==> config.mk <==
export PLATFORM = sky130hd
export DESIGN_NAME = spi_block_transfer_sequencer_flat
export DESIGN_NICKNAME = d
export VERILOG_FILES = /design/src/design/spi_bts_pkg.sv /design/src/design/spi_bts_in_if.sv /design/src/design/spi_bts_out_if.sv /design/src/design/spi_block_transfer_sequencer.sv /design/src/design/spi_bts_cfg.sv /design/src/design/spi_bts_in_stage.sv /design/src/design/spi_bts_engine.sv /design/src/design/spi_bts_out_stage.sv /design/src/flat_wrapper.sv
export SDC_FILE = /design/constraint.sdc
export NUM_CORES = 1
export LEC_CHECK = 0
export BUFFER_PORTS_ARGS = -buffer_cell sky130_fd_sc_hd__buf_4
export CORE_ASPECT_RATIO = 0.75
export CORE_MARGIN = 2
export CORE_UTILIZATION = 32
export CTS_CLUSTER_SIZE = 20
export DETAILED_ROUTE_END_ITERATION = 16
export GPL_ROUTABILITY_DRIVEN = 1
export MAX_ROUTING_LAYER = met4
export PLACE_DENSITY_LB_ADDON = 0.08
export SLEW_MARGIN = 20
export SYNTH_ARGS = -nofsm -noshare
export SYNTH_HDL_FRONTEND = slang
export SYNTH_SLANG_ARGS = --single-unit
==> constraint.sdc <==
create_clock -name clk_i -period 4.4 [get_ports clk_i]
set_input_delay 0.66 -clock clk_i [delete_from_list [all_inputs] [get_ports clk_i]]
set_output_delay 0.66 -clock clk_i [all_outputs]
set_load 0.1 [all_outputs]
==> src/design/spi_bts_pkg.sv <==
// Package for the SPI block transfer sequencer.
// Holds the item types, status and request codes, and the word layout constants.
// Depends on nothing; every module file of the block imports it.
package spi_bts_pkg;

  localparam int LenBits = 16;

  localparam int PAddrW = 3;
  localparam logic RegIntLevel = 1'b0;

  localparam logic [9:0] FlagMask = 10'h35F;
  localparam int RxFullFlagBit = 8;

  typedef logic [LenBits-1:0] len_t;

  typedef enum logic [1:0] {
    StIdle    = 2'd0,
    StPending = 2'd1,
    StDone    = 2'd2
  } status_e;

  typedef enum logic [1:0] {
    ReqStart   = 2'd0,
    ReqTxEmpty = 2'd1,
    ReqRxFull  = 2'd2,
    ReqOther   = 2'd3
  } req_e;

  typedef struct packed {
    logic [1:0]  req_type;
    logic [15:0] block_len;
    logic        has_source;
    logic        has_dest;
    logic [1:0]  frame_format;
    logic [7:0]  chip_sel;
    logic        wdelay_en;
    logic        cs_hold_en;
    logic [7:0]  src_byte;
    logic [7:0]  rx_byte_in;
    logic [15:0] flag_bits;
  } in_item_t;

  typedef struct packed {
    logic [28:0] dat1_word;
    logic        dat1_valid;
    logic [7:0]  rx_byte;
    logic        rx_store;
    logic        dummy_read;
    logic [1:0]  tx_state;
    logic [1:0]  rx_state;
    logic        end_notify;
    logic [9:0]  flag_clear;
    logic [7:0]  notify_code;
  } out_item_t;

  typedef struct packed {
    logic       cs_hold;
    logic       wdelay;
    logic [7:0] chip_sel;
    logic [1:0] fmt;
  } frame_t;

endpackage

==> src/design/spi_bts_in_if.sv <==
// Input channel of the SPI block transfer sequencer: valid, ready and the event fields.
// Depends on nothing else.
interface spi_bts_in_if;
  logic        valid;
  logic        ready;
  logic [1:0]  req_type;
  logic [15:0] block_len;
  logic        has_source;
  logic        has_dest;
  logic [1:0]  frame_format;
  logic [7:0]  chip_sel;
  logic        wdelay_en;
  logic        cs_hold_en;
  logic [7:0]  src_byte;
  logic [7:0]  rx_byte_in;
  logic [15:0] flag_bits;

  modport source (
    output valid, req_type, block_len, has_source, has_dest, frame_format, chip_sel,
           wdelay_en, cs_hold_en, src_byte, rx_byte_in, flag_bits,
    input  ready
  );

  modport sink (
    input  valid, req_type, block_len, has_source, has_dest, frame_format, chip_sel,
           wdelay_en, cs_hold_en, src_byte, rx_byte_in, flag_bits,
    output ready
  );
endinterface

==> src/design/spi_bts_out_if.sv <==
// Output channel of the SPI block transfer sequencer: valid, ready and the result fields.
// Depends on nothing else.
interface spi_bts_out_if;
  logic        valid;
  logic        ready;
  logic [28:0] dat1_word;
  logic        dat1_valid;
  logic [7:0]  rx_byte;
  logic        rx_store;
  logic        dummy_read;
  logic [1:0]  tx_state;
  logic [1:0]  rx_state;
  logic        end_notify;
  logic [9:0]  flag_clear;
  logic [7:0]  notify_code;

  modport source (
    output valid, dat1_word, dat1_valid, rx_byte, rx_store, dummy_read, tx_state,
           rx_state, end_notify, flag_clear, notify_code,
    input  ready
  );

  modport sink (
    input  valid, dat1_word, dat1_valid, rx_byte, rx_store, dummy_read, tx_state,
           rx_state, end_notify, flag_clear, notify_code,
    output ready
  );
endinterface

==> src/design/spi_block_transfer_sequencer.sv <==
// SPI block transfer sequencer for one byte-wide channel.
// Each event item (start, transmit empty, receive full, other) yields one result item.
// The input channel carries the event and its fields; the output channel carries the
// transmit data word, the received byte, status and flag reports.
// The interrupt level register sits at byte address 0 of the APB-style port and may
// only be written while no item is in flight.
// An item accepted into the input register is evaluated against the transfer state
// and lands in the result register once that register can take it; its result is then
// offered on the output channel.
// One item is accepted every cycle while the receiver does not stall; the rate is set
// by the single evaluation stage between the input and result registers.
// When the receiver stalls, the result register holds its item and the input register
// keeps accepting until it too is full; then ready drops until the result is taken.
// Reset clears both statuses to idle, the byte counts, the interrupt level and both
// stage valid bits; no clearing pass is needed.
// Depends on spi_bts_pkg, spi_bts_in_if, spi_bts_out_if and the spi_bts_* modules.
module spi_block_transfer_sequencer (
  input  logic                           clk_i,
  input  logic                           rst_ni,
  spi_bts_in_if.sink                     in_i,
  spi_bts_out_if.source                  out_o,
  input  logic                           psel,
  input  logic                           penable,
  input  logic                           pwrite,
  input  logic [spi_bts_pkg::PAddrW-1:0] paddr,
  input  logic [31:0]                    pwdata,
  output logic [31:0]                    prdata,
  output logic                           pready
);
  import spi_bts_pkg::*;

  logic        s1_valid;
  in_item_t    s1_item;
  out_item_t   res;
  logic        can_take;
  logic        fire;
  logic [15:0] int_level;

  assign fire = s1_valid && can_take;

  spi_bts_cfg u_cfg (
    .clk_i       (clk_i),
    .rst_ni      (rst_ni),
    .psel        (psel),
    .penable     (penable),
    .pwrite      (pwrite),
    .paddr       (paddr),
    .pwdata      (pwdata),
    .prdata      (prdata),
    .pready      (pready),
    .int_level_o (int_level)
  );

  spi_bts_in_stage u_in_stage (
    .clk_i     (clk_i),
    .rst_ni    (rst_ni),
    .in_i      (in_i),
    .advance_i (can_take),
    .valid_o   (s1_valid),
    .item_o    (s1_item)
  );

  spi_bts_engine u_engine (
    .clk_i       (clk_i),
    .rst_ni      (rst_ni),
    .fire_i      (fire),
    .item_i      (s1_item),
    .int_level_i (int_level[9:0]),
    .res_o       (res)
  );

  spi_bts_out_stage u_out_stage (
    .clk_i        (clk_i),
    .rst_ni       (rst_ni),
    .load_valid_i (s1_valid),
    .res_i        (res),
    .can_take_o   (can_take),
    .out_o        (out_o)
  );
endmodule

==> src/design/spi_bts_cfg.sv <==
// APB-style configuration register file holding the interrupt level register.
// Depends on spi_bts_pkg.
module spi_bts_cfg (
  input  logic                       clk_i,
  input  logic                       rst_ni,
  input  logic                       psel,
  input  logic                       penable,
  input  logic                       pwrite,
  input  logic [spi_bts_pkg::PAddrW-1:0] paddr,
  input  logic [31:0]                pwdata,
  output logic [31:0]                prdata,
  output logic                       pready,
  output logic [15:0]                int_level_o
);
  import spi_bts_pkg::*;

  logic [15:0] int_level_q;
  logic        wr_en;

  assign pready = 1'b1;
  assign wr_en  = psel && penable && pwrite && (paddr[2] == RegIntLevel);

  always_ff @(posedge clk_i or negedge rst_ni) begin
    if (!rst_ni) begin
      int_level_q <= '0;
    end else if (wr_en) begin
      int_level_q <= pwdata[15:0];
    end
  end

  assign prdata      = (paddr[2] == RegIntLevel) ? {16'h0000, int_level_q} : 32'h0;
  assign int_level_o = int_level_q;
endmodule

==> src/design/spi_bts_in_stage.sv <==
// Input register of the SPI block transfer sequencer.
// Captures one event item per cycle unless the result register stalls it; depends on spi_bts_pkg and spi_bts_in_if.
module spi_bts_in_stage (
  input  logic                  clk_i,
  input  logic                  rst_ni,
  spi_bts_in_if.sink            in_i,
  input  logic                  advance_i,
  output logic                  valid_o,
  output spi_bts_pkg::in_item_t item_o
);
  import spi_bts_pkg::*;

  logic     valid_q;
  in_item_t item_q;
  in_item_t item_d;
  logic     take;

  assign in_i.ready = !valid_q || advance_i;
  assign take       = in_i.valid && in_i.ready;

  assign item_d = '{
    req_type:     in_i.req_type,
    block_len:    in_i.block_len,
    has_source:   in_i.has_source,
    has_dest:     in_i.has_dest,
    frame_format: in_i.frame_format,
    chip_sel:     in_i.chip_sel,
    wdelay_en:    in_i.wdelay_en,
    cs_hold_en:   in_i.cs_hold_en,
    src_byte:     in_i.src_byte,
    rx_byte_in:   in_i.rx_byte_in,
    flag_bits:    in_i.flag_bits
  };

  always_ff @(posedge clk_i or negedge rst_ni) begin
    if (!rst_ni) begin
      valid_q <= 1'b0;
    end else if (in_i.ready) begin
      valid_q <= in_i.valid;
    end
  end

  always_ff @(posedge clk_i) begin
    if (take) begin
      item_q <= item_d;
    end
  end

  assign valid_o = valid_q;
  assign item_o  = item_q;
endmodule

==> src/design/spi_bts_engine.sv <==
// Transfer state and per-event result logic of the SPI block transfer sequencer.
// Depends on spi_bts_pkg.
module spi_bts_engine (
  input  logic                   clk_i,
  input  logic                   rst_ni,
  input  logic                   fire_i,
  input  spi_bts_pkg::in_item_t  item_i,
  input  logic [9:0]             int_level_i,
  output spi_bts_pkg::out_item_t res_o
);
  import spi_bts_pkg::*;

  status_e   tx_st_q, tx_st_d;
  status_e   rx_st_q, rx_st_d;
  len_t      tx_rem_q, tx_rem_d;
  len_t      rx_rem_q, rx_rem_d;
  logic      src_q, src_d;
  logic      dst_q, dst_d;
  frame_t    frame_q, frame_d;
  len_t      len_sat;
  len_t      tx_rem_dec;
  len_t      rx_rem_dec;
  logic [31:0] blk_wide;
  logic [9:0]  flags_masked;
  logic [7:0]  tx_byte;
  logic        hold;
  out_item_t   res;

  assign blk_wide     = 32'(item_i.block_len);
  assign len_sat      = ((blk_wide >> LenBits) != 32'h0) ? '1 : LenBits'(blk_wide);
  assign tx_rem_dec   = tx_rem_q - len_t'(1);
  assign rx_rem_dec   = rx_rem_q - len_t'(1);
  assign flags_masked = item_i.flag_bits[9:0] & int_level_i & FlagMask;
  assign tx_byte      = src_q ? item_i.src_byte : 8'h00;
  assign hold         = (tx_rem_dec != '0) && frame_q.cs_hold;

  always_comb begin
    tx_st_d  = tx_st_q;
    rx_st_d  = rx_st_q;
    tx_rem_d = tx_rem_q;
    rx_rem_d = rx_rem_q;
    src_d    = src_q;
    dst_d    = dst_q;
    frame_d  = frame_q;
    res      = '0;
    unique case (req_e'(item_i.req_type))
      ReqStart: begin
        src_d    = item_i.has_source;
        dst_d    = item_i.has_dest;
        frame_d  = '{cs_hold: item_i.cs_hold_en, wdelay: item_i.wdelay_en,
                     chip_sel: item_i.chip_sel, fmt: item_i.frame_format};
        tx_rem_d = len_sat;
        rx_rem_d = len_sat;
        if (len_sat == '0) begin
          tx_st_d        = StDone;
          rx_st_d        = StDone;
          res.end_notify = 1'b1;
        end else begin
          tx_st_d = StPending;
          rx_st_d = StPending;
        end
      end
      ReqTxEmpty: begin
        if (tx_st_q == StPending) begin
          tx_rem_d       = tx_rem_dec;
          res.dat1_word  = {hold, 1'b0, frame_q.wdelay, frame_q.fmt, frame_q.chip_sel,
                            8'h00, tx_byte};
          res.dat1_valid = 1'b1;
          res.dummy_read = (rx_st_q != StPending) && item_i.flag_bits[RxFullFlagBit];
          if (tx_rem_dec == '0) begin
            tx_st_d = StDone;
          end
        end
      end
      ReqRxFull: begin
        if (rx_st_q == StPending) begin
          rx_rem_d     = rx_rem_dec;
          res.rx_byte  = item_i.rx_byte_in;
          res.rx_store = dst_q;
          if (rx_rem_dec == '0) begin
            rx_st_d        = StDone;
            res.end_notify = 1'b1;
          end
        end
      end
      ReqOther: begin
        res.flag_clear  = flags_masked;
        res.notify_code = flags_masked[7:0];
      end
      default: begin
      end
    endcase
    res.tx_state = tx_st_d;
    res.rx_state = rx_st_d;
  end

  always_ff @(posedge clk_i or negedge rst_ni) begin
    if (!rst_ni) begin
      tx_st_q  <= StIdle;
      rx_st_q  <= StIdle;
      tx_rem_q <= '0;
      rx_rem_q <= '0;
      src_q    <= 1'b0;
      dst_q    <= 1'b0;
      frame_q  <= '0;
    end else if (fire_i) begin
      tx_st_q  <= tx_st_d;
      rx_st_q  <= rx_st_d;
      tx_rem_q <= tx_rem_d;
      rx_rem_q <= rx_rem_d;
      src_q    <= src_d;
      dst_q    <= dst_d;
      frame_q  <= frame_d;
    end
  end

  assign res_o = res;

`ifndef SYNTHESIS
  a_tx_pending_count: assert property (@(posedge clk_i) disable iff (!rst_ni)
    (tx_st_q == StPending) |-> (tx_rem_q != '0))
    else $error("transmit side pending with zero bytes left");

  a_rx_pending_count: assert property (@(posedge clk_i) disable iff (!rst_ni)
    (rx_st_q == StPending) |-> (rx_rem_q != '0))
    else $error("receive side pending with zero bytes left");

  a_rx_last_done: assert property (@(posedge clk_i) disable iff (!rst_ni)
    (fire_i && (item_i.req_type == ReqRxFull) && (rx_st_q == StPending)
      && (rx_rem_q == len_t'(1))) |=> (rx_st_q == StDone))
    else $error("receive side did not complete on its last byte");

  a_end_notify_src: assert property (@(posedge clk_i) disable iff (!rst_ni)
    res.end_notify |-> ((item_i.req_type == ReqStart) || (item_i.req_type == ReqRxFull)))
    else $error("end notification raised by a transmit or other event");
`endif
endmodule

==> src/design/spi_bts_out_stage.sv <==
// Result register of the SPI block transfer sequencer, driving the output channel.
// Depends on spi_bts_pkg and spi_bts_out_if.
module spi_bts_out_stage (
  input  logic                   clk_i,
  input  logic                   rst_ni,
  input  logic                   load_valid_i,
  input  spi_bts_pkg::out_item_t res_i,
  output logic                   can_take_o,
  spi_bts_out_if.source          out_o
);
  import spi_bts_pkg::*;

  logic      valid_q;
  out_item_t res_q;

  assign can_take_o = !valid_q || out_o.ready;

  always_ff @(posedge clk_i or negedge rst_ni) begin
    if (!rst_ni) begin
      valid_q <= 1'b0;
    end else if (can_take_o) begin
      valid_q <= load_valid_i;
    end
  end

  always_ff @(posedge clk_i) begin
    if (can_take_o && load_valid_i) begin
      res_q <= res_i;
    end
  end

  assign out_o.valid       = valid_q;
  assign out_o.dat1_word   = res_q.dat1_word;
  assign out_o.dat1_valid  = res_q.dat1_valid;
  assign out_o.rx_byte     = res_q.rx_byte;
  assign out_o.rx_store    = res_q.rx_store;
  assign out_o.dummy_read  = res_q.dummy_read;
  assign out_o.tx_state    = res_q.tx_state;
  assign out_o.rx_state    = res_q.rx_state;
  assign out_o.end_notify  = res_q.end_notify;
  assign out_o.flag_clear  = res_q.flag_clear;
  assign out_o.notify_code = res_q.notify_code;
endmodule
==> src/flat_wrapper.sv <==
// flat-port wrapper written by rule: the top's interface ports become plain ports
module spi_block_transfer_sequencer_flat import spi_bts_pkg::*;
  (clk_i, rst_ni, psel, penable, pwrite, paddr, pwdata, prdata, pready, in_i_valid, in_i_req_type, in_i_block_len, in_i_has_source, in_i_has_dest, in_i_frame_format, in_i_chip_sel, in_i_wdelay_en, in_i_cs_hold_en, in_i_src_byte, in_i_rx_byte_in, in_i_flag_bits, in_i_ready, out_o_valid, out_o_dat1_word, out_o_dat1_valid, out_o_rx_byte, out_o_rx_store, out_o_dummy_read, out_o_tx_state, out_o_rx_state, out_o_end_notify, out_o_flag_clear, out_o_notify_code, out_o_ready);
  spi_bts_in_if in_i_i ();
  spi_bts_out_if out_o_i ();
  input  logic clk_i;
  input  logic rst_ni;
  input  logic psel;
  input  logic penable;
  input  logic pwrite;
  input  logic [spi_bts_pkg::PAddrW-1:0] paddr;
  input  logic [31:0] pwdata;
  output logic [31:0] prdata;
  output logic pready;
  input wire logic [$bits(in_i_i.valid)-1:0] in_i_valid;
  input wire logic [$bits(in_i_i.req_type)-1:0] in_i_req_type;
  input wire logic [$bits(in_i_i.block_len)-1:0] in_i_block_len;
  input wire logic [$bits(in_i_i.has_source)-1:0] in_i_has_source;
  input wire logic [$bits(in_i_i.has_dest)-1:0] in_i_has_dest;
  input wire logic [$bits(in_i_i.frame_format)-1:0] in_i_frame_format;
  input wire logic [$bits(in_i_i.chip_sel)-1:0] in_i_chip_sel;
  input wire logic [$bits(in_i_i.wdelay_en)-1:0] in_i_wdelay_en;
  input wire logic [$bits(in_i_i.cs_hold_en)-1:0] in_i_cs_hold_en;
  input wire logic [$bits(in_i_i.src_byte)-1:0] in_i_src_byte;
  input wire logic [$bits(in_i_i.rx_byte_in)-1:0] in_i_rx_byte_in;
  input wire logic [$bits(in_i_i.flag_bits)-1:0] in_i_flag_bits;
  output wire logic [$bits(in_i_i.ready)-1:0] in_i_ready;
  output wire logic [$bits(out_o_i.valid)-1:0] out_o_valid;
  output wire logic [$bits(out_o_i.dat1_word)-1:0] out_o_dat1_word;
  output wire logic [$bits(out_o_i.dat1_valid)-1:0] out_o_dat1_valid;
  output wire logic [$bits(out_o_i.rx_byte)-1:0] out_o_rx_byte;
  output wire logic [$bits(out_o_i.rx_store)-1:0] out_o_rx_store;
  output wire logic [$bits(out_o_i.dummy_read)-1:0] out_o_dummy_read;
  output wire logic [$bits(out_o_i.tx_state)-1:0] out_o_tx_state;
  output wire logic [$bits(out_o_i.rx_state)-1:0] out_o_rx_state;
  output wire logic [$bits(out_o_i.end_notify)-1:0] out_o_end_notify;
  output wire logic [$bits(out_o_i.flag_clear)-1:0] out_o_flag_clear;
  output wire logic [$bits(out_o_i.notify_code)-1:0] out_o_notify_code;
  input wire logic [$bits(out_o_i.ready)-1:0] out_o_ready;
  assign in_i_i.valid = in_i_valid;
  assign in_i_i.req_type = in_i_req_type;
  assign in_i_i.block_len = in_i_block_len;
  assign in_i_i.has_source = in_i_has_source;
  assign in_i_i.has_dest = in_i_has_dest;
  assign in_i_i.frame_format = in_i_frame_format;
  assign in_i_i.chip_sel = in_i_chip_sel;
  assign in_i_i.wdelay_en = in_i_wdelay_en;
  assign in_i_i.cs_hold_en = in_i_cs_hold_en;
  assign in_i_i.src_byte = in_i_src_byte;
  assign in_i_i.rx_byte_in = in_i_rx_byte_in;
  assign in_i_i.flag_bits = in_i_flag_bits;
  assign in_i_ready = in_i_i.ready;
  assign out_o_valid = out_o_i.valid;
  assign out_o_dat1_word = out_o_i.dat1_word;
  assign out_o_dat1_valid = out_o_i.dat1_valid;
  assign out_o_rx_byte = out_o_i.rx_byte;
  assign out_o_rx_store = out_o_i.rx_store;
  assign out_o_dummy_read = out_o_i.dummy_read;
  assign out_o_tx_state = out_o_i.tx_state;
  assign out_o_rx_state = out_o_i.rx_state;
  assign out_o_end_notify = out_o_i.end_notify;
  assign out_o_flag_clear = out_o_i.flag_clear;
  assign out_o_notify_code = out_o_i.notify_code;
  assign out_o_i.ready = out_o_ready;
  spi_block_transfer_sequencer u_core (.clk_i(clk_i), .rst_ni(rst_ni), .in_i(in_i_i), .out_o(out_o_i), .psel(psel), .penable(penable), .pwrite(pwrite), .paddr(paddr), .pwdata(pwdata), .prdata(prdata), .pready(pready));
endmodule
======== After elaboration in Yosys (flattened, before gate mapping) ========
Index checks and enable logic that the tools add are counted.
word-level totals
  flip-flop bits (word level) ............. 189
  logic and storage cells ................. 91
cells by class
  mux-type cells .......................... 17
  bitwise operators ....................... 2
  add/sub/neg operators ................... 2
  reductions and logical operators ........ 24
  equal/unequal tests ..................... 8
operators by type and width
  kind                     count
  $pmux W16 S2             2
  $logic_not A16 Y1        3
  $mux W16                 3
  $sub A16 B1 Y16 const B  2
  $reduce_bool A16 Y1      1
  $and A10 B10 Y10         1
  $mux W2                  5
  $reduce_and A3 Y1        3
  $pmux W2 S2              2
  $logic_and A1 B1 Y1      7
  $eq A2 B1 Y1 const B     3
  $reduce_and A2 Y1        3
  $eq A2 B2 Y1 const B     2
  $mux W1                  4
  $ne A2 B2 Y1 const B     2
  $reduce_bool A2 Y1       2
  $logic_not A1 Y1         2
  $logic_not A2 Y1         1
  $logic_or A1 B1 Y1       2
  $ne A2 B1 Y1 const B     1
  $pmux W1 S2              1
  $not A1 Y1               1

======== Longest topological paths before layout ========
Gate-level depths: netlist of run 1.
  depth after elaboration ................. 5
  depth in mapped cells ................... 10

======== Modules after synthesis ========
Synthesis of run 1 repeated with hierarchy kept, for this count alone.
second synthesis, totals
  cell total of the unflattened synthesis .. 650
  area total of the unflattened synthesis .. 8440.6 µm²
by module, submodules not included
  module                        area an instance (µm²)  instances  cells each
  spi_bts_engine                3613.5                  1          444
  spi_bts_in_stage              1975.6                  1          68
  spi_bts_out_stage             1945.6                  1          67
  spi_bts_cfg                   899.6                   1          70
  spi_block_transfer_sequencer  6.3                     1          1

======== Least setup slack after synthesis of run 1 ========
OpenSTA, ideal clock, no wires.
  kind .................................... register -> register
  from .................................... register u_core.u_out_stage.valid_q (netlist: u_core.u_out_stage.out_o.valid)
  to ...................................... register u_core.u_in_stage.item_q (netlist bit u_core.u_in_stage.item_o[0]) (enable)
  clock period less this slack ............ 3.610 ns
  setup slack ............................. 0.790 ns
  cell stages (with the launch flop) ...... 3
  path buffers ............................ 0
  library setup time ...................... 0.419 ns
  data arrival time ....................... 3.191 ns
  required time ........................... 3.981 ns
  path through ............................ dfrtp_1 > nand3b_1 > and2_1
on the way
  longest elaborated chain between the ends .. 4
RTL lines
  item                        line                     source
  from (decl)                 spi_bts_out_stage.sv:13  logic valid_q;
  from (signal assigned)      spi_bts_out_stage.sv:22  valid_q <= load_valid_i;
  $logic_not A1 Y1            spi_bts_out_stage.sv:16  assign can_take_o = !valid_q || out_o.ready;
  $logic_or A1 B1 Y1          spi_bts_out_stage.sv:16
  $logic_or A1 B1 Y1          spi_bts_in_stage.sv:18   assign in_i.ready = !valid_q || advance_i;
  net in_i_ready              flat_wrapper.sv:27       output wire logic [$bits(in_i_i.ready)-1:0] in_i_ready;
  $logic_and A1 B1 Y1         spi_bts_in_stage.sv:19   assign take = in_i.valid && in_i.ready;
  net u_core.u_in_stage.take  spi_bts_in_stage.sv:16   logic take;
  to (signal assigned)        spi_bts_in_stage.sv:45   item_q <= item_d;
  to (decl)                   spi_bts_in_stage.sv:14   in_item_t item_q;
The timed path passes the listed nets, and every way through them passes these cells.
A chain may end at the register's enable or synchronous reset.

======== Final worst setup path of run 1 ========
  from .................................... register u_core.u_in_stage.item_q (netlist bit u_core.u_in_stage.item_o[62])
  to ...................................... register u_core.u_engine.rx_rem_q[0]
on the way
  longest elaborated chain between the ends .. 3
  elaborated cells between the ends (all ways) .. 6
  those cells by class .................... 2 x eq/ne; 1 x mux; 3 x reduce/logical
RTL lines
  item                                                          line                   source
  $eq A2 B2 Y1 or $logic_not A2 Y1 (tied branches)              spi_bts_engine.sv:46   unique case (req_e'(item_i.req_type))
  $ne A2 B2 Y1 (no line) or $reduce_bool A2 Y1 (tied branches)  n/a
  $reduce_and A3 Y1 (no line)                                   n/a
  to (signal assigned)                                          spi_bts_engine.sv:110  rx_rem_q <= rx_rem_d;
  to (decl)                                                     spi_bts_engine.sv:16   len_t rx_rem_q, rx_rem_d;
Parallel ways exist; a longest one is shown, timed or not.

==> results of run 1 <==
==> final timing paths <==
check / endpoint / slack (ps) / depth (start not counted)
worst max-delay path: u_core.u_engine.rx_rem_q[0] / 1470 / 7
worst min-delay path: u_core.u_engine.rx_rem_q[11] / 370 / 1
worst max register to register: u_core.u_engine.rx_rem_q[0] / 1470 / 7
worst min register to register: u_core.u_engine.frame_q[1] / 440 / 2
max in group asynchronous: u_core.u_cfg.int_level_o[3] / 3410 / 1
min in group clk_i: u_core.u_in_stage.item_o[20] / 400 / 1
==> sequential cells by signal (all words and copies together), names as in the netlist <==
| register | flops |
|---|---|
| u_core.u_out_stage.out_o.dat1_valid | 1 |
| u_core.u_engine.tx_st_q | 2 |
| u_core.u_engine.rx_rem_q | 16 |
| u_core.u_out_stage.out_o.dummy_read | 1 |
| u_core.u_out_stage.out_o.tx_state | 2 |
| u_core.u_out_stage.out_o.rx_state | 2 |
| u_core.u_out_stage.out_o.end_notify | 1 |
| u_core.u_cfg.int_level_o | 16 |
| u_core.u_out_stage.out_o.rx_store | 1 |
| u_core.u_engine.rx_st_q | 2 |
| u_core.u_engine.dst_q | 1 |
| u_core.u_in_stage.item_o | 56 |
| u_core.u_engine.src_q | 1 |
| u_core.u_engine.frame_q | 12 |
| u_core.u_out_stage.out_o.rx_byte | 8 |
| u_core.u_out_stage.out_o.valid | 1 |
| u_core.u_in_stage.valid_o | 1 |
| u_core.u_out_stage.out_o.flag_clear | 8 |
| u_core.u_engine.tx_rem_q | 16 |
| u_core.u_out_stage.out_o.dat1_word | 20 |
==> power by group through the flow <==
stage	logic, mW	clock network (mW)	registers, mW
after floorplan	0.869	0	2.34
after global placement	1.30	0	2.21
after detailed placement	1.31	0	2.22
after CTS	1.32	1.53	2.18
after global routing	1.42	1.60	2.23
final	1.32	1.48	2.19
==> synthesized netlist by cell type, types with 2 or more instances <==
cell type / instances / area, um2
nand2b_1: 11 / 68.82
nor4b_2: 2 / 30.03
nand4b_1: 6 / 52.55
inv_1: 8 / 30.03
nand3_1: 10 / 50.05
and2_1: 22 / 137.6
conb_1: 2 / 7.510
nor3_1: 18 / 90.09
a32oi_1: 3 / 26.28
nand4_1: 3 / 18.77
a22oi_1: 7 / 52.55
o2bb2ai_1: 3 / 26.28
o21ai_1: 3 / 15.01
or2_2: 3 / 18.77
a31oi_1: 6 / 37.54
nand2_1: 74 / 277.8
o21ai_0: 48 / 240.2
o22a_1: 3 / 26.28
a211oi_1: 2 / 15.01
o32ai_1: 2 / 17.52
or3_1: 5 / 31.28
or4_4: 2 / 22.52
and3b_1: 2 / 17.52
a21boi_0: 2 / 15.01
nor2_1: 45 / 168.9
a21oi_1: 35 / 175.2
nor4b_1: 2 / 17.52
nor4_4: 2 / 42.54
mux2_2: 16 / 180.2
buf_4: 36 / 270.3
or4_1: 2 / 15.01
ha_1: 4 / 50.05
nor4_1: 10 / 62.56
and3_1: 19 / 118.9
nor2b_1: 19 / 118.9
o22ai_1: 3 / 18.77
o21a_1: 2 / 15.01
clkbuf_1: 28 / 105.1
dfrtp_1: 68 / 1702
edfxtp_1: 100 / 3003
==> final cells by class <==
| class | count | area (um2) | area share, % |
|---|---|---|---|
| Inverter | 8 | 30.03 | 0.3161 |
| Sequential cell | 168 | 4705 | 49.53 |
| Timing Repair Buffer | 155 | 1164 | 12.25 |
| Multi-Input combinational cell | 451 | 2641 | 27.81 |
| Tap cell | 300 | 375.4 | 3.952 |
| Clock buffer | 18 | 429.2 | 4.518 |
| Clock inverter | 14 | 155.1 | 1.633 |
==> placed cells by master, fill, tap and decap left out, drive strengths merged, types with 2 or more instances in the layout <==
cell type / netlist / layout
o22ai: 3 / 3
and3: 19 / 19
nand2: 75 / 75
o21a: 2 / 2
clkinvlp: 0 / 3
nor4: 12 / 12
or4: 4 / 4
nor3: 18 / 18
a31oi: 6 / 6
mux2: 16 / 16
nand4b: 6 / 6
clkinv: 0 / 2
nor4b: 4 / 4
a21oi: 35 / 35
a22oi: 7 / 7
clkbuf: 28 / 18
a211oi: 2 / 2
conb: 2 / 30
nand2b: 11 / 11
nor2b: 19 / 19
nand4: 3 / 3
ha: 4 / 4
nand3: 11 / 11
inv: 8 / 16
dfrtp: 68 / 68
a32oi: 3 / 3
o32ai: 2 / 2
o21ai: 51 / 51
edfxtp: 100 / 100
and2: 23 / 23
o22a: 3 / 3
nor2: 45 / 45
and3b: 2 / 2
a21boi: 2 / 2
buf: 38 / 155
o2bb2ai: 3 / 3
or2: 3 / 3
or3: 7 / 7
==> stage by stage <==
stage / power [mW] / std cells / worst slack, ps / instance area, um2 / hold WS, ps
after global routing: 5.245 / 1114 / 1195 / 9499 / 367.4
after detailed placement: 3.530 / 1082 / 1544 / 8906 / 421.2
after floorplan: 3.207 / 693 / 789.6 / 7746 / 364.4
after CTS: 5.034 / 1114 / 1506 / 9490 / 382.9
after global placement: 3.507 / 1082 / 1568 / 8906 / 425.8
final: 4.990 / 1114 / 1469 / 9499 / 367.1
==> cells by family (layout without fill, tap and decap cells) <==
family / count (synthesis) / in the layout / synth area share, %
compound gates: 134 / 134 / 10.74
xor+xnor: 1 / 1 / 0.1146
fa+ha+maj: 4 / 4 / 0.6550
buf+inv: 74 / 195 / 5.502
flops: 168 / 168 / 61.57
mux: 17 / 17 / 2.489
other cells: 2 / 30 / 0.09828
simple gates: 265 / 265 / 18.83
==> routing by layer <==
layer	GRT usage [%]	share of wire [%]
met5	-	0
met4	4.167	1.2
met3	4.044	4.9
met2	23.66	44
met1	22.53	50
==> impl_results.md, run 1 <==
* Vias per cell at about 5
* Drt drc at 0
* Area grow syn2layout at 24.32%
* Worst Clk Skew at approximately 15 ps
* Nets at between 900 and 1000
* 1st-iter DRT viols at between 300 and 400
* Max_slew headroom at 37.03%
* Startpoint Class: flip-flop
* Clk sinks at ~170
* Post-synth EDFFs at 100
* DR pass1 iterations at 4
* Hold crit path type: in2async
* Setup TNS at 0 ps
* GP Congestion at about 0.86
* #FFs+latches synth at about 170
* Die width at approximately 180 um
* First-pass GRT wire length at 30.09 mm
* Die area at between 20000 and 30000 um2
* Vias at approximately 5500
* Final ANT Viol Nets at 0
* Routed WL at 19.35 mm
* Reg-to-Reg Start: u_core.u_in_stage.item_o[62]
* Avg Inst Size Synth at between 10 and 15 um2
* H-tree depth at 4
* RSZ-0062 raised after global routing: no
* Syn Inst Count at about 670
* Chip Height at roughly 140 um
* Vias in the first global route at 5259
* Distinct cells, synth at 67
* Root Buffer: clkbuf_16
* Post-CTS Setup Bufs at 0
* Crit path max-delay family: simple AND/OR/NAND/NOR gates
* Area of the core at between 20000 and 25000 um2
* Row count at 48
* Crit-path max FO at 23
* Total CTS buffers at 17
* FFs w/ async S/R, synth at about two fifths
* Worst Path Buf+Inv at 2
* Clock Tree Buf Depth at 2
* Register area share after synthesis at between 60% and 70%
* Synth Flop Type: edfxtp_1
* Initial antenna violation count at 0
* Sequential Power Share at a little over two fifths
* Period utilization at 66.62%
* Worst-path cell chain: nand2b_1 -> nor2_1 -> buf_4 -> o21ai_1 -> buf_4 -> o31ai_1 -> a221o_1
* CP Capture Type: flip-flop
* CP required at between 4000 and 5000 ps
* P_leak at ~4 nW
* PD cells at around 530 nW/um2
* Min Tclk post-route at a little under 3000 ps
* Setup-failing EPs final at 0
* Fmax at 0.3412 GHz
* Critical path class: reg2reg
* CP max stage cell: nand2b_1
* Worst vdd ir at approximately 270 uV
* Mapped Area at ~7600 um2
* Layout cell share with drive strength beyond 1 at between 20% and 30%
* Filler Cells Inserted at about 2200
* Final core occ at between 40 and 50%
* GR Overflow Total at 0
* Clock Power Share at just under 30%
* GR Util All Layers at roughly 16%
* HPWL after DPL at between 10 and 15 mm
* CP startpoint: u_core.u_in_stage.item_o[62]
* Pint at about 3.1 mW
* Io pins at between 200 and 250
* Post-CTS Resized at 0
* Warnings from Yosys at 0
* CTS tree: built
* Crit path DAT at 3230 ps
* Crit-path max cell delay at slightly below 800 ps
* Buffers on Ports at around 150
* Max Transition Viols Final at 0
* Post-CTS Hold Buffers at 0
* Diodes inserted at 0
* Most frequent cell on the critical path: buf_4
* Initial core utilization at 32.88%
* Largest net degree at the start of global routing at 69
* P_sw at approximately 1.9 mW
* Max-Cap Viols at 0
* Reg clk slew, reported paths at roughly 70 ps
* Switching part of the total at between 30% and 40%
* Comb power frac at between 20% and 30%
* Worst-margin pin slew at about 940 ps
* WL per Instance at between 15 and 20 um
* Final hold violation count at 0
* Status: completed
* Clk_lat worst skew at 430 ps
(Power assumes the default switching activity.)
==> run 2: changes to the inputs <==
--- a/config.mk
+++ b/config.mk
@@ -5,6 +5,7 @@
 export SDC_FILE = /design/constraint.sdc
 export NUM_CORES = 1
 export LEC_CHECK = 0
+export ABC_AREA = 1
 export BUFFER_PORTS_ARGS = -buffer_cell sky130_fd_sc_hd__buf_4
 export CORE_ASPECT_RATIO = 0.75
 export CORE_MARGIN = 2
==> constraint.sdc (replaced) <==
create_clock -name clk_i -period 2.35 [get_ports clk_i]
set_input_delay 0.3525 -clock clk_i [delete_from_list [all_inputs] [get_ports clk_i]]
set_output_delay 0.3525 -clock clk_i [all_outputs]
set_load 0.1 [all_outputs]
==> impl_results.md, run 2 <==
* Final ANT Viol Nets at 0 (unchanged)
* Min Tclk post-route at 2107 ps (-824.2 ps)
* Distinct cells, synth at 37 (-45%)
* Routed WL at 18.54 mm (-4.2%)
* Worst vdd ir at 496.4 uV (+87%)
* Clock Tree Buf Depth at 2 (unchanged)
* Nets at 1050 (+15%)
* Max_slew headroom at 61.96% (+25 points)
* Post-Layout Cell Count at 1253 (+12%)
* Die area at 25010 um2 (-0.53%)
* Register area share after synthesis at 61.90% (+0.33 points)
* Worst-margin pin slew at 570.7 ps (-373.9 ps)
* Chip Height at 137.5 um (-0.26%)
* Filler Cells Inserted at 2280 (+3.1%)
* FFs w/ async S/R, synth at 40.48% (unchanged)
* Diodes inserted at 0 (unchanged)
* Period utilization at 89.66% (+23 points)
* Setup-failing EPs final at 0 (unchanged)
* Critical path class: reg2reg
* Dpl ws at 196.2 ps (-1348 ps)
* Initial antenna violation count at 0 (unchanged)
* Final hold violation count at 0 (unchanged)
* Total Power at 10.78 mW (+120%)
* Reg clk slew, reported paths at 80 ps (about the same)
* Met2 WL at 7.636 mm (-11%)
* Initial core utilization at 32.78% (-0.093 points)
* Placed cell count at 1220 (+13%)
* Most frequent cells in the layout: buf_4 (160), nand2_1 (132), nor2_1 (120), inv_1 (107), edfxtp_1 (100)
* Hold WS at 91.54 ps (-275.6 ps)
* Area share of the largest cell type after synthesis at 39.51% (+0.21 points)
* Largest cells by area after synthesis: edfxtp_1 (40%), dfrtp_1 (22%), nand2_1 (6.7%), nor2_1 (5.9%), inv_1 (5.4%)
* Hold crit path type: in2reg
* Max Transition Viols Final at 0 (unchanged)
* Row count at 48 (unchanged)
* Io pins at 204 (unchanged)
* Met1 Routed Length at 9.592 mm (-0.35%)
* Metal3 WL at 1.175 mm (+23%)
* Multi-input gate area at 2277 um2 (-14%)
* Register Area at 4708 um2 (about the same)
* Crit path DAT at 2270 ps (-960 ps)
* CP Capture Type: flip-flop
* Vias in the first global route at 5363 (+2.0%)
* GR Overflow Total at 0 (unchanged)
* Buffers on Ports at 147 (unchanged)
* Status: completed
* CTS tree: built
* CP required at 2520 ps (-2180 ps)
* WL per Instance at 14.80 um (-15%)
* Mapped Area at 7600 um2 (-0.54%)
* Die width at 182.0 um (-0.26%)
* Root Buffer: clkbuf_16
* Max-Cap Viols at 0 (unchanged)
* Post-synth top cells: nand2_1 (135), nor2_1 (120), inv_1 (109)
* Total CTS buffers at 17 (unchanged)
* Area grow syn2layout at 27.44%
* Post-route setup slack at 242.9 ps (-1226 ps)
* Avg Inst Size Synth at 9.706 um2 (-16%)
* Worst Clk Skew at 15.81 ps (+0.3616 ps)
* Largest net degree at the start of global routing at 49 (-29%)
* Layout cell share with drive strength beyond 1 at 24.03% (-3.4 points)
* Fmax at 0.4746 GHz (+39%)
* Clk sinks at 168 (unchanged)
* Commonest non-fill, non-tap cell in the layout: buf_4
* DR pass1 iterations at 5 (+1)
* Warnings from Yosys at 0 (unchanged)
* 1st-iter DRT viols at 379 (-2.8%)
* Syn Inst Count at 783 (+18%)
* PD cells at 1113 nW/um2 (+110%)
* Crit-path max FO at 5 (-78%)
* HPWL after DPL at 13.31 mm (+0.21%)
* Post-CTS Setup Bufs at 0 (unchanged)
* Vias per cell at 4.405 (-11%)
* #FFs+latches synth at 168 (unchanged)
* Top Layer Used: met4
* Top-count cell post-synth: nand2_1
* H-tree depth at 4 (unchanged)
* Drt drc at 0 (unchanged)
* Yosys top cell by area: edfxtp_1
* GP Congestion at 0.8600 (-0.10%)
* GR Util All Layers at 15.93% (-0.26 points)
* Post-synth EDFFs at 100 (unchanged)
* Area of the core at 23180 um2 (-0.26%)
* Startpoint Class: flip-flop
* Synth Flop Type: edfxtp_1
* Vias at 5519 (+0.36%)
* Max FFs per register at 56 (unchanged)
* First-pass GRT wire length at 29.30 mm (-2.6%)
* RSZ-0062 raised after global routing: no
* Clk_lat worst skew at 430 ps (about the same)
* P_leak at 4.364 nW (+12%)
## run 2: cell count changes after synthesis, moves of 19 or more
cell     delta
inv_1     +101
nand2_1    +61
and3_1     -19
and2_1     -21
nor2_1     +75
nor2b_1    -19
## run 2: kinds of logic after synthesis
group | Yosys count | share of synthesized area, %
AND/OR/NAND/NOR | 314 | 17.50
AO/OA/AOI/OAI | 122 | 8.857
other | 2 | 0.09882
XOR/XNOR | 7 | 0.9056
adder cells (fa/ha/maj) | 4 | 0.6586
flip-flops | 168 | 61.90
buffers and inverters | 166 | 10.08
## run 2: critical path: stages, from the launching register on
cell	delay (ps)
dfrtp_1	360
inv_1	140
ha_1	240
nand3_1	160
nor2_1	210
nand2_1	100
xor2_1	200
nand2_1	70
nor2_1	130
nand3_1	90
nand2_1	90
nand2_1	70
## run 2: area by class of cell
class                      count  share of cell area (%)
sequential                   168                   48.61
multi-input combinational    477                   23.51
timing repair buffer         164                   13.12
inverter                     112                   4.418
clock buffer                  17                   4.392
tap                          300                   3.875
clock inverter                15                   2.067
## run 2: layer usage
| metal | vias up | track usage [%] |
|---|---|---|
| li1 | 2791 | - |
| met1 | 2539 | 23.18 |
| met2 | 179 | 21.69 |
| met3 | 10 | 4.256 |
| met4 | 0 | 4.435 |
| met5 | - | - |
## run 2: final timing paths
check | depth (start not counted) | slack (ps) | end | startpoint
worst max-delay path | 11 | 240 | u_core.u_out_stage.out_o.rx_state[0] | u_core.u_engine.rx_rem_q[1]
worst min-delay path | 1 | 90 | u_core.u_in_stage.item_o[30] | in_i_src_byte[6]
worst max register to register | 11 | 240 | u_core.u_out_stage.out_o.rx_state[0] | u_core.u_engine.rx_rem_q[1]
worst min register to register | 2 | 450 | u_core.u_engine.frame_q[11] | u_core.u_in_stage.item_o[32]
max in group asynchronous | 3 | 1330 | u_core.u_engine.rx_rem_q[8] | rst_ni
min in group asynchronous | 2 | 470 | u_core.u_engine.tx_rem_q[10] | rst_ni
## run 2: metrics by stage
stage	utilization (%)	instance area [um2]	TNS, ps
after detailed placement	38.98	9037	0
final	41.78	9686	0
after global routing	41.78	9686	0
after floorplan	-	7746	-421.6
after CTS	41.73	9673	0
after global placement	38.98	9037	0
## run 2: timing repair
action                                  CTS  global route
hold buffers                              1             0
gates resized for setup                   0             2
endpoints found under the hold margin    34             0
endpoints found under the setup margin    0             2
## run 2: power by group
group	internal (mW)	switching [mW]
Combinational	0.927	2.75
Clock	1.55	1.37
Sequential	3.78	0.409
Total	6.26	4.53
==> run 3: changes to the inputs <==
--- a/config.mk
+++ b/config.mk
@@ -18,4 +18,5 @@
 export SLEW_MARGIN = 20
 export SYNTH_ARGS = -nofsm -noshare
 export SYNTH_HDL_FRONTEND = slang
+export SYNTH_HIERARCHICAL = 1
 export SYNTH_SLANG_ARGS = --single-unit
==> constraint.sdc (replaced) <==
create_clock -name clk_i -period 2.4 [get_ports clk_i]
set_input_delay 0.36 -clock clk_i [delete_from_list [all_inputs] [get_ports clk_i]]
set_output_delay 0.36 -clock clk_i [all_outputs]
set_load 0.1 [all_outputs]
==> impl_results.md, run 3 <==
* Min Tclk post-route at 2155 ps (+48.26 ps)
* Clk_lat worst skew at 440 ps (about the same)
* Mapped Area at 8227 um2 (+8.2%)
* HPWL after DPL at 14.53 mm (+9.1%)
* Min-Delay Endpoint: u_core/u_in_stage/item_o[28]
* Max_slew headroom at 64.75% (+2.8 points)
* Post-route setup slack at 244.7 ps (+1.741 ps)
* Period utilization at 89.81% (+0.14 points)
* H-tree depth at 4 (unchanged)
* CP max stage cell: dfrtp_1
* Hold path start: in_i_src_byte[4]
* 1st-iter DRT viols at 353 (-6.9%)
* Filler Cells Inserted at 2469 (+8.3%)
* Worst vdd ir at 531.8 uV (+7.1%)
* Fmax at 0.4640 GHz (-2.2%)
* Area grow syn2layout at 26.77%
* Vias in the first global route at 5477 (+2.1%)
* Commonest non-fill, non-tap cell in the layout: buf_4
* P_sw at 3.694 mW (-18%)
* Comb power frac at 26.7% (-7.4 points)
* Max Transition Viols Final at 0 (unchanged)
* GR Overflow Total at 0 (unchanged)
* Die width at 189.1 um (+4.0%)
* Io pins at 204 (unchanged)
* Max-Cap Viols at 0 (unchanged)
* Crit path DAT at 2340 ps (+70 ps)
* Hold path cells at 1 (unchanged)
* First-pass GRT wire length at 31.39 mm (+7.1%)
* Pint at 6.063 mW (-3.1%)
* Buffers on Ports at 160 (+8.8%)
* Final ANT Viol Nets at 0 (unchanged)
* PD cells at 935.6 nW/um2 (-16%)
* Drt drc at 0 (unchanged)
* CP Capture Type: flip-flop
* Diodes inserted at 0 (unchanged)
* Area of the core at 25090 um2 (+8.2%)
* Post-CTS Setup Bufs at 0 (unchanged)
* Initial antenna violation count at 0 (unchanged)
* Layout cell share with drive strength beyond 1 at 25.94% (+1.9 points)
* P_leak at 4.600 nW (+5.4%)
* Setup TNS at 0 ps (unchanged)
* Row count at 50 (+4.2%)
* Sequential Power Share at 43.0% (+4.1 points)
* Placed Area at 9792 um2 (+8.3%)
* Chip Height at 142.9 um (+3.9%)
* Nets at 1076 (+2.5%)
* CP startpoint: u_core/u_engine/rx_rem_q[0]
* Setup-failing EPs final at 0 (unchanged)
* Clock Power Share at 30.2% (+3.2 points)
* DR pass1 iterations at 5 (unchanged)
* Die area at 27020 um2 (+8.0%)
* Max FFs per register at 56 (unchanged)
* Worst Clk Skew at 15.55 ps (-0.2631 ps)
* Clk sinks at 187 (+11%)
* Post-Layout Cell Count at 1317 (+5.1%)
* Total CTS buffers at 17 (unchanged)
* Clock Tree Buf Depth at 2 (unchanged)
* Syn Inst Count at 795 (+1.5%)
* Root Buffer: clkbuf_16
* GR Util All Layers at 15.78% (-0.15 points)
* Hold crit path type: in2reg
* CTS tree: built
* WL per Instance at 15.29 um (+3.3%)
* Worst-path cell chain: inv_1 -> ha_1 -> nand3_1 -> nor2_2 -> nand2_1 -> xor2_1 -> nand3b_1 -> nor2_1 -> nand3_1 -> nand2_1 -> nand2_1
* Crit-path max FO at 4 (-1)
* Most frequent cells in the layout: buf_4 (178), nand2_1 (164), edfxtp_1 (119), nor2_1 (111), inv_1 (82)
* Startpoint Class: flip-flop
* Total Power at 9.757 mW (-9.5%)
* GP Congestion at 0.8181 (-4.9%)
* Routed WL at 20.14 mm (+8.6%)
* RSZ-0062 raised after global routing: no
* Switching part of the total at 37.86% (-4.1 points)
* Most frequent cell on the critical path: nand2_1
* Reg clk slew, reported paths at 90 ps (about the same)
* Largest net degree at the start of global routing at 64 (+31%)
* CP required at 2590 ps (+70 ps)
* Worst-margin pin slew at 528.7 ps (-41.93 ps)
* Dpl ws at 227.5 ps (+31.37 ps)
* Vias at 5805 (+5.2%)
* Reg-to-Reg Start: u_core/u_engine/rx_rem_q[0]
* Post-route cell area at 10430 um2 (+7.7%)
* Initial core utilization at 32.79% (about the same)
* Status: completed
* Critical path class: reg2reg
* Warnings from Yosys at 6 (+6)
* Placed cell count at 1284 (+5.2%)
* Vias per cell at 4.408 (about the same)
* Reg-to-reg slack, setup at 240 ps (about the same)
* Avg Inst Size Synth at 10.35 um2 (+6.6%)
* FF-to-FF End: u_core/u_out_stage/out_o.rx_state[0]
* Final hold violation count at 0 (unchanged)
* Cells on worst reg2reg path at 11 (unchanged)
* Crit-path max cell delay at 420 ps (+60 ps)
[run 3: cell types whose count changed in the layout (fill, tap and decap cells not counted), moves of 3 or more]
| cell | change |
|---|---|
| inv_12 | +5 |
| mux2_2 | +13 |
| buf_4 | +18 |
| inv_1 | -25 |
| nor2_1 | -9 |
| nand3_1 | +17 |
| o21ai_0 | -20 |
| o22ai_1 | +7 |
| xor2_1 | +3 |
| nand2_1 | +32 |
| edfxtp_1 | +19 |
| nor2_4 | -3 |
| nor2_2 | +4 |
| a21oi_1 | -24 |
[run 3: area by class of cell]
cell class                 instances  area (um2)  share of cell area [%]
timing repair buffer             182        1406                   13.49
inverter                          85       319.1                   3.059
clock inverter                    15       198.9                   1.908
clock buffer                      17       425.4                   4.079
multi-input combinational        493        2380                   22.82
tap                              338       422.9                   4.055
sequential                       187        5276                   50.59
[run 3: layer usage]
layer / part of all wire, % / track usage (%) / up-vias
met4: 0.79 / 3.331 / 0
li1: - / - / 2893
met1: 51 / 22.66 / 2744
met5: 0 / - / -
met2: 42 / 21.84 / 156
met3: 6.5 / 4.719 / 12
[run 3: worst max-delay path, delay by kind of cell, from the launching register on]
| kind | cells | cell delay [ps] |
|---|---|---|
| xor gates and xnor gates | 1 | 170 |
| and+or+nand+nor | 8 | 980 |
| DFF | 1 | 420 |
| adders and majority gates | 1 | 240 |
| buffers and inverters | 1 | 90 |
[run 3: how the worst max path moves through the flow]
stage | slack [ps] | end
floorplan | 120 | prdata[10]
global placement | 260 | u_core/u_out_stage/out_o.rx_state[0]
detailed placement | 230 | u_core/u_out_stage/out_o.rx_state[0]
CTS | 210 | u_core/u_out_stage/out_o.rx_state[0]
global route | 20 | u_core/u_out_stage/out_o.rx_state[0]
finish | 240 | u_core/u_out_stage/out_o.rx_state[0]
[run 3: power by group through the flow]
stage	Combinational (mW)	Clock [mW]	Sequential (mW)
final	2.61	2.95	4.20
after global routing	2.84	3.17	4.26
after CTS	2.63	3.05	4.20
after detailed placement	2.62	0	4.27
after global placement	2.63	0	4.27
after floorplan	1.44	0	4.80
[run 3: repair_timing]
item / CTS / global route
endpoints found under the hold margin: 32 / 0
hold buffers: 1 / 0
resized for setup: 0 / 1
endpoints found under the setup margin: 0 / 2
[run 3: metrics by stage]
stage,utilization (%),hold slack (ps)
6_report,41.57,86.79
5_1_grt,41.57,63.93
4_1_cts,41.56,69.90
3_5_place_dp,39.03,381.0
3_3_place_gp,39.03,380.6
2_1_floorplan,-,64.41
